`src/design/mlfd_pkg.sv`:
```
// shared types and constants of the marker/length frame deframer
package mlfd_pkg;

  localparam logic [15:0] START_MARK    = 16'd16018;
  localparam logic [15:0] END_MARK      = 16'd16108;
  localparam logic [15:0] MIN_FRAME_LEN = 16'd8;
  localparam logic [15:0] MAX_LEN_RESET = 16'd8192;

  typedef enum logic [2:0] {
    PH_START = 3'd0,
    PH_LEN   = 3'd1,
    PH_ID    = 3'd2,
    PH_BODY  = 3'd3,
    PH_END   = 3'd4
  } phase_t;

  typedef enum logic [2:0] {
    K_DATA      = 3'd0,
    K_GOOD      = 3'd1,
    K_BAD_START = 3'd2,
    K_BAD_END   = 3'd3,
    K_BAD_LEN   = 3'd4
  } kind_t;

  typedef struct packed {
    logic        valid;
    kind_t       kind;
    logic [7:0]  data_byte;
    logic [15:0] packet_id;
    logic [15:0] frame_len;
  } result_t;

endpackage

```
`src/design/mlfd_parser.sv`:
```
// frame parser: phase machine, counters and per-byte result decode
module mlfd_parser (
  input  logic              clk,
  input  logic              rst_n,
  input  logic              step,
  input  logic [7:0]        in_byte,
  input  logic [15:0]       max_frame_len,
  output mlfd_pkg::result_t res
);

  mlfd_pkg::phase_t phase_r, phase_nxt;
  logic [15:0] byte_count_r, byte_count_nxt;
  logic [7:0]  word_shift_r, word_shift_nxt;
  logic [15:0] total_length_r, total_length_nxt;
  logic [15:0] frame_id_r, frame_id_nxt;

  logic [15:0] cnt;
  logic [15:0] w;
  logic [15:0] end_pos;
  logic        low_half;

  assign cnt      = byte_count_r + 16'd1;
  assign w        = {in_byte, word_shift_r};
  assign end_pos  = total_length_r - 16'd2;
  assign low_half = ~byte_count_r[0];

  always_ff @(posedge clk) begin
    if (!rst_n) begin
      phase_r        <= mlfd_pkg::PH_START;
      byte_count_r   <= '0;
      word_shift_r   <= '0;
      total_length_r <= '0;
      frame_id_r     <= '0;
    end else if (step) begin
      phase_r        <= phase_nxt;
      byte_count_r   <= byte_count_nxt;
      word_shift_r   <= word_shift_nxt;
      total_length_r <= total_length_nxt;
      frame_id_r     <= frame_id_nxt;
    end
  end

  always_comb begin
    phase_nxt        = phase_r;
    byte_count_nxt   = cnt;
    word_shift_nxt   = word_shift_r;
    total_length_nxt = total_length_r;
    frame_id_nxt     = frame_id_r;
    res              = '0;
    res.kind         = mlfd_pkg::K_DATA;
    unique case (phase_r)
      mlfd_pkg::PH_START: begin
        if (low_half) begin
          word_shift_nxt = in_byte;
        end else if (w != mlfd_pkg::START_MARK) begin
          phase_nxt        = mlfd_pkg::PH_START;
          byte_count_nxt   = '0;
          word_shift_nxt   = '0;
          total_length_nxt = '0;
          frame_id_nxt     = '0;
          res.valid        = step;
          res.kind         = mlfd_pkg::K_BAD_START;
          res.frame_len    = cnt;
        end else begin
          phase_nxt = mlfd_pkg::PH_LEN;
        end
      end
      mlfd_pkg::PH_LEN: begin
        if (low_half) begin
          word_shift_nxt = in_byte;
        end else if (w < mlfd_pkg::MIN_FRAME_LEN || w > max_frame_len) begin
          phase_nxt        = mlfd_pkg::PH_START;
          byte_count_nxt   = '0;
          word_shift_nxt   = '0;
          total_length_nxt = '0;
          frame_id_nxt     = '0;
          res.valid        = step;
          res.kind         = mlfd_pkg::K_BAD_LEN;
          res.frame_len    = cnt;
        end else begin
          total_length_nxt = w;
          phase_nxt        = mlfd_pkg::PH_ID;
        end
      end
      mlfd_pkg::PH_ID: begin
        if (low_half) begin
          word_shift_nxt = in_byte;
        end else begin
          frame_id_nxt = w;
          phase_nxt    = (total_length_r == mlfd_pkg::MIN_FRAME_LEN) ?
                         mlfd_pkg::PH_END : mlfd_pkg::PH_BODY;
        end
      end
      mlfd_pkg::PH_BODY: begin
        if (cnt == end_pos) begin
          phase_nxt = mlfd_pkg::PH_END;
        end
        res.valid     = step;
        res.kind      = mlfd_pkg::K_DATA;
        res.data_byte = in_byte;
        res.packet_id = frame_id_r;
        res.frame_len = cnt;
      end
      mlfd_pkg::PH_END: begin
        if (byte_count_r == end_pos) begin
          word_shift_nxt = in_byte;
        end else begin
          phase_nxt        = mlfd_pkg::PH_START;
          byte_count_nxt   = '0;
          word_shift_nxt   = '0;
          total_length_nxt = '0;
          frame_id_nxt     = '0;
          res.valid        = step;
          res.kind         = (w == mlfd_pkg::END_MARK) ?
                             mlfd_pkg::K_GOOD : mlfd_pkg::K_BAD_END;
          res.packet_id    = frame_id_r;
          res.frame_len    = total_length_r;
        end
      end
      default: begin
        phase_nxt        = mlfd_pkg::PH_START;
        byte_count_nxt   = '0;
        word_shift_nxt   = '0;
        total_length_nxt = '0;
        frame_id_nxt     = '0;
      end
    endcase
  end

endmodule

```
`src/design/marker_length_frame_deframer_top.sv`:
```
// top level of the marker/length frame deframer
//
// Input channel: one received byte per transaction on in_byte, taken when
// in_valid is high and in_stall is low. Result channel: out_kind,
// out_data_byte, out_packet_id and out_frame_len, taken when out_valid is
// high and out_stall is low. A payload byte gives one result; a frame end,
// a bad start marker or a bad length gives one report; header bytes give none.
// A result is registered and appears in the cycle after its input transaction.
// One byte is taken every cycle while in_stall is low; the single output
// register lets a new byte in whenever it is empty or being taken in the same
// cycle, so in_stall is raised only while a result is held under out_stall.
// The cfg channel writes max_frame_len; cfg_ready is always high. Writes must
// be made while no frame traffic is in flight; the block does not enforce this.
// Synchronous reset (rst_n low) empties the output register, returns the
// parser to the start marker search and sets max_frame_len to 8192.
module marker_length_frame_deframer_top (
  input  logic        clk,
  input  logic        rst_n,
  input  logic        in_valid,
  output logic        in_stall,
  input  logic [7:0]  in_byte,
  output logic        out_valid,
  input  logic        out_stall,
  output logic [2:0]  out_kind,
  output logic [7:0]  out_data_byte,
  output logic [15:0] out_packet_id,
  output logic [15:0] out_frame_len,
  input  logic        cfg_valid,
  output logic        cfg_ready,
  input  logic [15:0] cfg_data
);

  logic [15:0]       max_frame_len_r;
  logic              out_valid_r;
  logic              out_load;
  logic              step;
  mlfd_pkg::result_t res;
  mlfd_pkg::result_t out_r;

  assign cfg_ready = 1'b1;
  assign in_stall  = out_valid_r & out_stall;
  assign step      = in_valid & ~in_stall;
  assign out_load  = ~out_valid_r | ~out_stall;

  always_ff @(posedge clk) begin
    if (!rst_n) begin
      max_frame_len_r <= mlfd_pkg::MAX_LEN_RESET;
    end else if (cfg_valid && cfg_ready) begin
      max_frame_len_r <= cfg_data;
    end
  end

  mlfd_parser u_parser (
    .clk           (clk),
    .rst_n         (rst_n),
    .step          (step),
    .in_byte       (in_byte),
    .max_frame_len (max_frame_len_r),
    .res           (res)
  );

  always_ff @(posedge clk) begin
    if (!rst_n) begin
      out_valid_r <= 1'b0;
    end else if (out_load) begin
      out_valid_r <= res.valid;
    end
  end

  always_ff @(posedge clk) begin
    if (out_load && res.valid) begin
      out_r <= res;
    end
  end

  assign out_valid     = out_valid_r;
  assign out_kind      = out_r.kind;
  assign out_data_byte = out_r.data_byte;
  assign out_packet_id = out_r.packet_id;
  assign out_frame_len = out_r.frame_len;

`ifndef SYNTHESIS
  a_data_only_payload: assert property (@(posedge clk) disable iff (!rst_n)
    out_valid && out_kind != mlfd_pkg::K_DATA |-> out_data_byte == 8'd0)
    else $error("data byte set on a report");

  a_bad_start_len: assert property (@(posedge clk) disable iff (!rst_n)
    out_valid && out_kind == mlfd_pkg::K_BAD_START |->
      out_frame_len == 16'd2 && out_packet_id == 16'd0)
    else $error("bad start report with wrong length or id");

  a_bad_len_len: assert property (@(posedge clk) disable iff (!rst_n)
    out_valid && out_kind == mlfd_pkg::K_BAD_LEN |->
      out_frame_len == 16'd4 && out_packet_id == 16'd0)
    else $error("bad length report with wrong length or id");

  a_stall_needs_result: assert property (@(posedge clk) disable iff (!rst_n)
    in_stall |-> out_valid)
    else $error("input stalled with empty output register");
`endif

endmodule
```
`config.mk`:
```
export PLATFORM = sky130hd
export DESIGN_NAME = marker_length_frame_deframer_top
export DESIGN_NICKNAME = d
export VERILOG_FILES = /design/src/design/mlfd_pkg.sv /design/src/design/mlfd_parser.sv /design/src/design/marker_length_frame_deframer_top.sv
export SDC_FILE = /design/constraint.sdc
export NUM_CORES = 1
export LEC_CHECK = 0
export CAP_MARGIN = 20
export CELL_PAD_IN_SITES_DETAIL_PLACEMENT = 0
export CELL_PAD_IN_SITES_GLOBAL_PLACEMENT = 1
export CORE_MARGIN = 2
export CORE_UTILIZATION = 45
export CTS_CLUSTER_SIZE = 12
export DETAILED_ROUTE_END_ITERATION = 8
export DONT_BUFFER_PORTS = 1
export GPL_TIMING_DRIVEN = 0
export PLACE_DENSITY = 0.79
export SLEW_MARGIN = 20
export SYNTH_ARGS = -nofsm -noshare
export SYNTH_HDL_FRONTEND = slang
export SYNTH_SLANG_ARGS = --single-unit
```
`constraint.sdc`:
```
create_clock -name clk -period 3.5 [get_ports clk]
set_input_delay 0.175 -clock clk [delete_from_list [all_inputs] [get_ports clk]]
set_output_delay 0.175 -clock clk [all_outputs]
set_load 0.1 [all_outputs]
```
==> results of run 1 <==
-- cell type report --
class / instances / area, µm²
fillers: 1355 / 6580
multi-input cells: 517 / 3700
flip-flops and latches: 119 / 2810
clock buffers: 18 / 439
plain buffers: 52 / 349
repair buffers: 28 / 270
well taps: 184 / 230
clock inverters: 14 / 148
inverters: 29 / 109
-- repair_timing --
action,CTS,global route
resized for setup,10,21
buffers inserted,0,4
endpoints found under the setup margin,101,98
cloned,2,2
hold buffers,24,0
endpoints found under the hold margin,43,0
pin swaps,3,8
-- sequential cells by signal, summed over array words and instances (netlist names) --
| name | count |
|---|---|
| max_frame_len_r | 16 |
| out_kind | 3 |
| out_data_byte | 8 |
| u_parser.total_length_r | 16 |
| u_parser.word_shift_r | 8 |
| u_parser.frame_id_r | 16 |
| out_frame_len | 16 |
| out_packet_id | 16 |
| u_parser.phase_r | 3 |
| out_valid | 1 |
| u_parser.byte_count_r | 16 |
-- metrics by stage --
step / util / area [µm²] / setup TNS [ns]
3_5_place_dp: 0.481 / 7040 / -39.05
5_1_grt: 0.550 / 8060 / 0
4_1_cts: 0.541 / 7930 / -0.0127
6_report: 0.550 / 8060 / 0
3_3_place_gp: 0.481 / 7040 / -31.97
2_1_floorplan: - / 6810 / 0
-- metal layers --
| layer | global-route usage | vias up | wire length (µm) |
|---|---|---|---|
| li1 | - | 2653 | - |
| met4 | 0.0769 | 0 | 282 |
| met1 | 0.333 | 2711 | 8900 |
| met5 | 0 | - | 0 |
| met2 | 0.370 | 203 | 8660 |
| met3 | 0.0544 | 27 | 1240 |
-- cell families after synthesis --
| family | Yosys count | share of synthesized area |
|---|---|---|
| AO/OA/AOI/OAI | 112 | 0.117 |
| XOR/XNOR | 51 | 0.0744 |
| adder cells (fa/ha/maj) | 18 | 0.0331 |
| buffers and inverters | 83 | 0.0669 |
| flip-flops | 119 | 0.413 |
| multiplexers | 42 | 0.0619 |
| other | 1 | 0.000551 |
| AND/OR/NAND/NOR | 289 | 0.233 |
-- where the power goes --
group / switching, mW / total [mW] / internal, mW
Sequential: 0.160 / 1.64 / 1.48
Combinational: 0.199 / 0.334 / 0.135
Clock: 0.675 / 1.75 / 1.07
Total: 1.03 / 3.72 / 2.68
-- cell usage after synthesis (13+ instances only) --
| cell | n |
|---|---|
| sky130_fd_sc_hd__nand2_1 | 90 |
| sky130_fd_sc_hd__dfxtp_1 | 76 |
| sky130_fd_sc_hd__edfxtp_1 | 43 |
| sky130_fd_sc_hd__and2_1 | 42 |
| sky130_fd_sc_hd__mux2i_1 | 41 |
| sky130_fd_sc_hd__xnor2_1 | 33 |
| sky130_fd_sc_hd__inv_1 | 29 |
| sky130_fd_sc_hd__clkbuf_1 | 27 |
| sky130_fd_sc_hd__a31oi_1 | 23 |
| sky130_fd_sc_hd__nor2_1 | 22 |
| sky130_fd_sc_hd__nor3_1 | 22 |
| sky130_fd_sc_hd__nor2b_1 | 20 |
| sky130_fd_sc_hd__nand3_1 | 19 |
| sky130_fd_sc_hd__o31ai_1 | 19 |
| sky130_fd_sc_hd__ha_1 | 18 |
| sky130_fd_sc_hd__xor2_1 | 14 |
| sky130_fd_sc_hd__o21ai_0 | 13 |
-- worst max-delay path, cell delays in order (launching register included) --
cell	delay, ns
sky130_fd_sc_hd__dfxtp_1	0.30
sky130_fd_sc_hd__clkbuf_4	0.17
sky130_fd_sc_hd__inv_1	0.09
sky130_fd_sc_hd__ha_2	0.22
sky130_fd_sc_hd__or4b_4	0.53
sky130_fd_sc_hd__nor4_4	0.28
sky130_fd_sc_hd__xnor2_2	0.14
sky130_fd_sc_hd__xor2_1	0.18
sky130_fd_sc_hd__or4_4	0.57
sky130_fd_sc_hd__o31ai_4	0.32
sky130_fd_sc_hd__nand2_2	0.13
sky130_fd_sc_hd__o311a_1	0.35
-- how the worst max path moves through the flow --
stage	from	end	slack, ns
finish	u_parser.total_length_r[1]	u_parser.phase_r[1]	0.10
CTS	u_parser.total_length_r[1]	out_frame_len[3]	-0.004
detailed placement	u_parser.total_length_r[1]	out_frame_len[10]	-0.78
global route	u_parser.byte_count_r[1]	u_parser.phase_r[1]	0.0008
floorplan	u_parser.total_length_r[1]	out_data_byte[0]	0.20
global placement	u_parser.total_length_r[1]	out_frame_len[10]	-0.67
==> results by group, run 1 <==
Setup path
  • Kind of critical path: flip-flop to flip-flop
  • Endpoint class of the critical path: flip-flop
  • Maximum fanout along the worst path: 7
  • Data required time of the critical path: around 3.8 ns
  • RR Endpoint: u_parser.phase_r[1]
  • Arrival time reported for the critical path endpoint: 3.70 ns
  • CP startpoint kind: flip-flop
  • Worst Reg-to-Reg Cells: 11
  • Reg-to-reg critical path startpoint: u_parser.total_length_r[1]
  • Slack of the worst reg-to-reg path: approximately 0.10 ns

Layout
  • Total number of nets in the final design: between 800 and 900
  • Final standard cell count with taps included and fillers excluded: just under 1000
  • Share of final-layout standard cells stronger than drive strength 1: 0.131
  • ANT cells: 0
  • Commonest non-fill, non-tap cell in the layout: sky130_fd_sc_hd__nand2_1
  • Syn-to-layout area delta: 18.4%
  • Highest-count cells in the layout ignoring fill and taps: 89 x sky130_fd_sc_hd__nand2_1, 76 x sky130_fd_sc_hd__dfxtp_1, 43 x sky130_fd_sc_hd__edfxtp_1, 41 x sky130_fd_sc_hd__and2_1, 41 x sky130_fd_sc_hd__mux2i_1

Detailed routing
  • Remaining routing DRC violations: 0
  • Via count normalized by instance count: a little under 6
  • Iteration count of the initial detailed-routing pass: 7
  • Drt first-iter violations: 435
  • Total Wirelength: ~19 mm
  • ANT nets after route: 0
  • Via count: about 5600
  • Average wire length per cell after detail routing: just under 20 µm

STA
  • RSZ-0062 raised after global routing: false
  • Worst setup skew after layout: roughly 0.01 ns
  • Final Cycle Share: 0.970
  • Fin worst setup slack: between 0.1 and 0.15 ns
  • Maximum achievable frequency: 0.294 GHz
  • Post-route worst hold slack: 0.00159 ns
  • Transition time at the pin with the least slew margin: 0.960 ns
  • Relative slew margins: 0.354
  • Final Slew Violations: 0
  • Post-layout min period: between 3 and 4 ns
  • Setup-failing EPs final: 0
  • Final Hold Fails: 0

Synthesis
  • Yosys cell types: between 70 and 80
  • Post-Synthesis Cell Area: 0.00681 mm²
  • Fraction of synthesis flops using an asynchronous set or reset pin: 0
  • Post-synthesis cell count: a little over 700
  • Top-area cell type share of the netlist area: 0.223
  • Number of enable-type register cells in the synthesized netlist: 43
  • Mapped Nets: roughly 760
  • Flip-flop and latch count after synthesis: ~120
  • Cell type contributing the most total cell area after synthesis: sky130_fd_sc_hd__dfxtp_1
  • Register area share after synthesis: 0.413
  • Synth warnings: 0
  • Primary flip-flop cell chosen by synthesis mapping: sky130_fd_sc_hd__dfxtp_1
  • Leading cell types by total area after synthesis: sky130_fd_sc_hd__dfxtp_1 22%, sky130_fd_sc_hd__edfxtp_1 19%, sky130_fd_sc_hd__mux2i_1 6.0%, sky130_fd_sc_hd__nand2_1 5.0%, sky130_fd_sc_hd__xnor2_1 4.2%
  • Synth Area per Inst: approximately 9.5 µm²

Placement
  • Worst slack after detailed placement: -0.780 ns
  • DPL Wire Length: around 13 mm
  • Final GP Congestion: between 0.8 and 0.9
  • Number of input and output port buffers inserted: 0
  • Placed cell count: 899

Global route
  • Pin count of the biggest net entering global routing: 22
  • Remaining global-route overflow: 0
  • Global-route wire length before repair: about 30 mm
  • Initial antenna violation count: 0
  • Overall routing resource usage: 0.239
  • Via count of the first global-routing pass: 5472

Clocking
  • Clock latency at the later pin of the worst-skew pair: 0.42 ns
  • CTS H-tree lvls: 4
  • Clock input transition at the sequential cells of the worst setup and hold paths: roughly 0.060 ns
  • Clock sinks: between 100 and 150
  • CTS tree: done
  • Inserted Clock Buffers: 17
  • Master cell of the clock root buffer: sky130_fd_sc_hd__clkbuf_16
  • Maximum buffer depth of the clock tree: 2

Job
  • Max-cap violations: 0

Floorplanning
  • Width of the die: 127 µm
  • Number of top-level pins: 75
  • Initial core utilization: 0.465
  • Core footprint: about 0.015 mm²
  • Std-Cell Rows: 44
  • Vertical die dimension: roughly 130 µm
  • Die footprint: 0.0161 mm²

Power and ir drop
  • Worst-case vdd ir drop: roughly 0.34 mV
  • Total Power Consumption: between 3 and 4 mW
  • Total leakage power: about 3.2 nW
  • Power density of the placed cells: approximately 460 mW/mm²

Worst hold path
  • Type of the tightest min-delay check: input pin to flip-flop
  • Hold Path Cell Cnt: 3
  • Worst hold endpoint: u_parser.total_length_r[14]
  • Launch instance of the worst min-delay path: in_byte[6]

Run status
  • Result of the run: completed
Power figures use the tool's default switching activity.
==> inputs of run 2 (changes only) <==
--- a/config.mk
+++ b/config.mk
@@ -8,7 +8,6 @@
 export CAP_MARGIN = 20
 export CELL_PAD_IN_SITES_DETAIL_PLACEMENT = 0
 export CELL_PAD_IN_SITES_GLOBAL_PLACEMENT = 1
-export CORE_MARGIN = 2
 export CORE_UTILIZATION = 45
 export CTS_CLUSTER_SIZE = 12
 export DETAILED_ROUTE_END_ITERATION = 8
==> results by group, run 2 (synthesis gave the netlist of run 1 again) <==
Layout
  • Utilization after layout: 0.547 (-0.00359)
  • Syn-to-layout area delta: 17.6%
  • ANT cells: 0 (unchanged)
  • Finished Cell Area: 0.00801 mm² (-0.65%)
  • Commonest non-fill, non-tap cell in the layout: sky130_fd_sc_hd__nand2_1
  • Total area of multi-input combinational cells: 0.00364 mm² (-1.7%)
  • Share of final-layout standard cells stronger than drive strength 1: 0.121 (-0.0105)
  • Count of fill cells added during filler insertion: 1311 (-3.2%)
  • Sequential cell area in the final layout: 0.00281 mm² (unchanged)
  • Highest-count cells in the layout ignoring fill and taps: 90 x sky130_fd_sc_hd__nand2_1, 76 x sky130_fd_sc_hd__dfxtp_1, 43 x sky130_fd_sc_hd__edfxtp_1, 41 x sky130_fd_sc_hd__and2_1, 41 x sky130_fd_sc_hd__mux2i_1
  • Final standard cell count with taps included and fillers excluded: 962 (+0.10%)
  • Total number of nets in the final design: 812 (+0.12%)

Setup path
  • Maximum fanout along the worst path: 10 (+3)
  • CP startpoint kind: flip-flop
  • Kind of critical path: flip-flop to flip-flop
  • Data required time of the critical path: 3.80 ns (about the same)
  • Arrival time reported for the critical path endpoint: 3.73 ns (+0.03 ns)
  • Endpoint class of the critical path: flip-flop
  • Slack of the worst reg-to-reg path: 0.08 ns (-0.03 ns)

Run status
  • Result of the run: complete, but fails checks
  • Violated checks: design-rule violations

Detailed routing
  • Via count normalized by instance count: 5.81 (-0.18%)
  • Average wire length per cell after detail routing: 19.6 µm (-1.4%)
  • Drt first-iter violations: 610 (+40%)
  • Via count: 5590 (-0.072%)
  • Iteration count of the initial detailed-routing pass: 7 (unchanged)
  • Remaining routing DRC violations: 12 (+12)
  • ANT nets after route: 0 (unchanged)
  • Total Wirelength: 18.8 mm (-1.3%)

STA
  • Final Slew Violations: 0 (unchanged)
  • Setup total negative slack: 0 ns (unchanged)
  • Relative slew margins: 0.361 (+0.00673)
  • Transition time at the pin with the least slew margin: 0.957 ns (-0.00256 ns)
  • Maximum achievable frequency: 0.292 GHz (-0.77%)
  • Fin worst setup slack: 0.0772 ns (-0.0263 ns)
  • Worst setup skew after layout: 0.00766 ns (-0.00238 ns)
  • Setup-failing EPs final: 0 (unchanged)
  • Post-layout min period: 3.42 ns (+0.0263 ns)
  • Post-route worst hold slack: 0.00404 ns (+0.00244 ns)
  • Final Cycle Share: 0.978 (+0.00750)
  • Final Hold Fails: 0 (unchanged)

Global route
  • Overall routing resource usage: 0.246 (+0.00746)
  • Via count of the first global-routing pass: 5502 (+0.55%)
  • Pin count of the biggest net entering global routing: 23 (+4.5%)
  • Remaining global-route overflow: 0 (unchanged)
  • Global-route wire length before repair: 29.7 mm (-0.21%)
  • Initial antenna violation count: 0 (unchanged)

Power and ir drop
  • Worst-case vdd ir drop: 0.328 mV (-3.9%)
  • Power density of the placed cells: 465 mW/mm² (+0.96%)
  • Total leakage power: 3.13 nW (-2.3%)
  • Proportion of power drawn by flip-flops and latches: 0.439 (about the same)
  • Psw: 1.00 mW (-3.0%)
  • Total Power Consumption: 3.73 mW (+0.30%)
  • Relative contribution of the clock network to total power: 0.472 (+0.002)
  • Combinational fraction of design power: 0.089 (about the same)
  • Proportion of total power due to net switching: 0.269 (-0.00927)
  • Cell internal power dissipation: 2.72 mW (+1.6%)

Floorplanning
  • Initial core utilization: 0.465 (unchanged)
  • Std-Cell Rows: 44 (unchanged)
  • Width of the die: 125 µm (-1.6%)
  • Vertical die dimension: 125 µm (-1.6%)
  • Core footprint: 0.0146 mm² (unchanged)
  • Number of top-level pins: 75 (unchanged)
  • Die footprint: 0.0156 mm² (-3.1%)

Placement
  • Worst slack after detailed placement: -0.732 ns (+0.0475 ns)
  • Final GP Congestion: 0.918 (+4.7%)
  • DPL Wire Length: 13.1 mm (-0.92%)
  • Number of input and output port buffers inserted: 0 (unchanged)
  • Placed cell count: 899 (unchanged)
  • Post-detailed-placement cell area: 0.00704 mm² (unchanged)

Clocking
  • CTS H-tree lvls: 4 (unchanged)
  • Clock sinks: 119 (unchanged)
  • Master cell of the clock root buffer: sky130_fd_sc_hd__clkbuf_16
  • Maximum buffer depth of the clock tree: 2 (unchanged)
  • CTS tree: done
  • Clock input transition at the sequential cells of the worst setup and hold paths: 0.06 ns (about the same)
  • Inserted Clock Buffers: 17 (unchanged)
  • Clock latency at the later pin of the worst-skew pair: 0.42 ns (about the same)

Worst hold path
  • Type of the tightest min-delay check: input pin to flip-flop

Job
  • Max-cap violations: 0 (unchanged)
==> run 2: final timing paths <==
kind | startpoint | to | depth (start not counted)
worst max-delay path | u_parser.byte_count_r[4] | u_parser.phase_r[1] | 8
worst min-delay path | in_byte[7] | u_parser.total_length_r[15] | 3
worst max register to register | u_parser.byte_count_r[4] | u_parser.phase_r[1] | 8
worst min register to register | u_parser.frame_id_r[11] | u_parser.frame_id_r[11] | 2
==> run 2: cell type report <==
| class | instances | share of cell area |
|---|---|---|
| repair buffers | 29 | 0.0347 |
| multi-input cells | 517 | 0.454 |
| well taps | 184 | 0.0288 |
| clock inverters | 13 | 0.0194 |
| plain buffers | 52 | 0.0439 |
| flip-flops and latches | 119 | 0.351 |
| inverters | 29 | 0.0136 |
| clock buffers | 19 | 0.0541 |
==> run 2: what timing repair did <==
action	4_1_cts	5_1_grt
gates cloned	1	3
resized for setup	9	14
hold buffers	24	0
pin swaps	2	5
endpoints found under the setup margin	101	95
hold endpoints to repair	42	0
setup buffers	3	2
==> run 2: routing by layer <==
metal | global-route usage | routed length (µm) | vias up
met3 | 0.0526 | 1370 | 27
met5 | 0 | 0 | -
met2 | 0.382 | 8510 | 239
met1 | 0.340 | 8640 | 2676
met4 | 0.0854 | 310 | 0
li1 | - | - | 2648
==> run 2: power groups by stage <==
stage / combinational, mW / sequential, mW / clock, mW
CTS: 0.317 / 1.64 / 1.77
detailed placement: 0.286 / 1.66 / 0
global route: 0.363 / 1.64 / 1.84
finish: 0.332 / 1.64 / 1.76
floorplan: 0.221 / 1.65 / 0
global placement: 0.277 / 1.66 / 0
==> run 2: critical path, stage by stage (launching register included) <==
cell and delay (ns):
sky130_fd_sc_hd__dfxtp_1 0.30, sky130_fd_sc_hd__clkbuf_1 0.26, sky130_fd_sc_hd__nand4_2 0.38, sky130_fd_sc_hd__nor3_1 0.84
sky130_fd_sc_hd__xor2_1 0.15, sky130_fd_sc_hd__or4_4 0.60, sky130_fd_sc_hd__o31ai_4 0.30, sky130_fd_sc_hd__nand2_2 0.12
sky130_fd_sc_hd__o311a_1 0.35
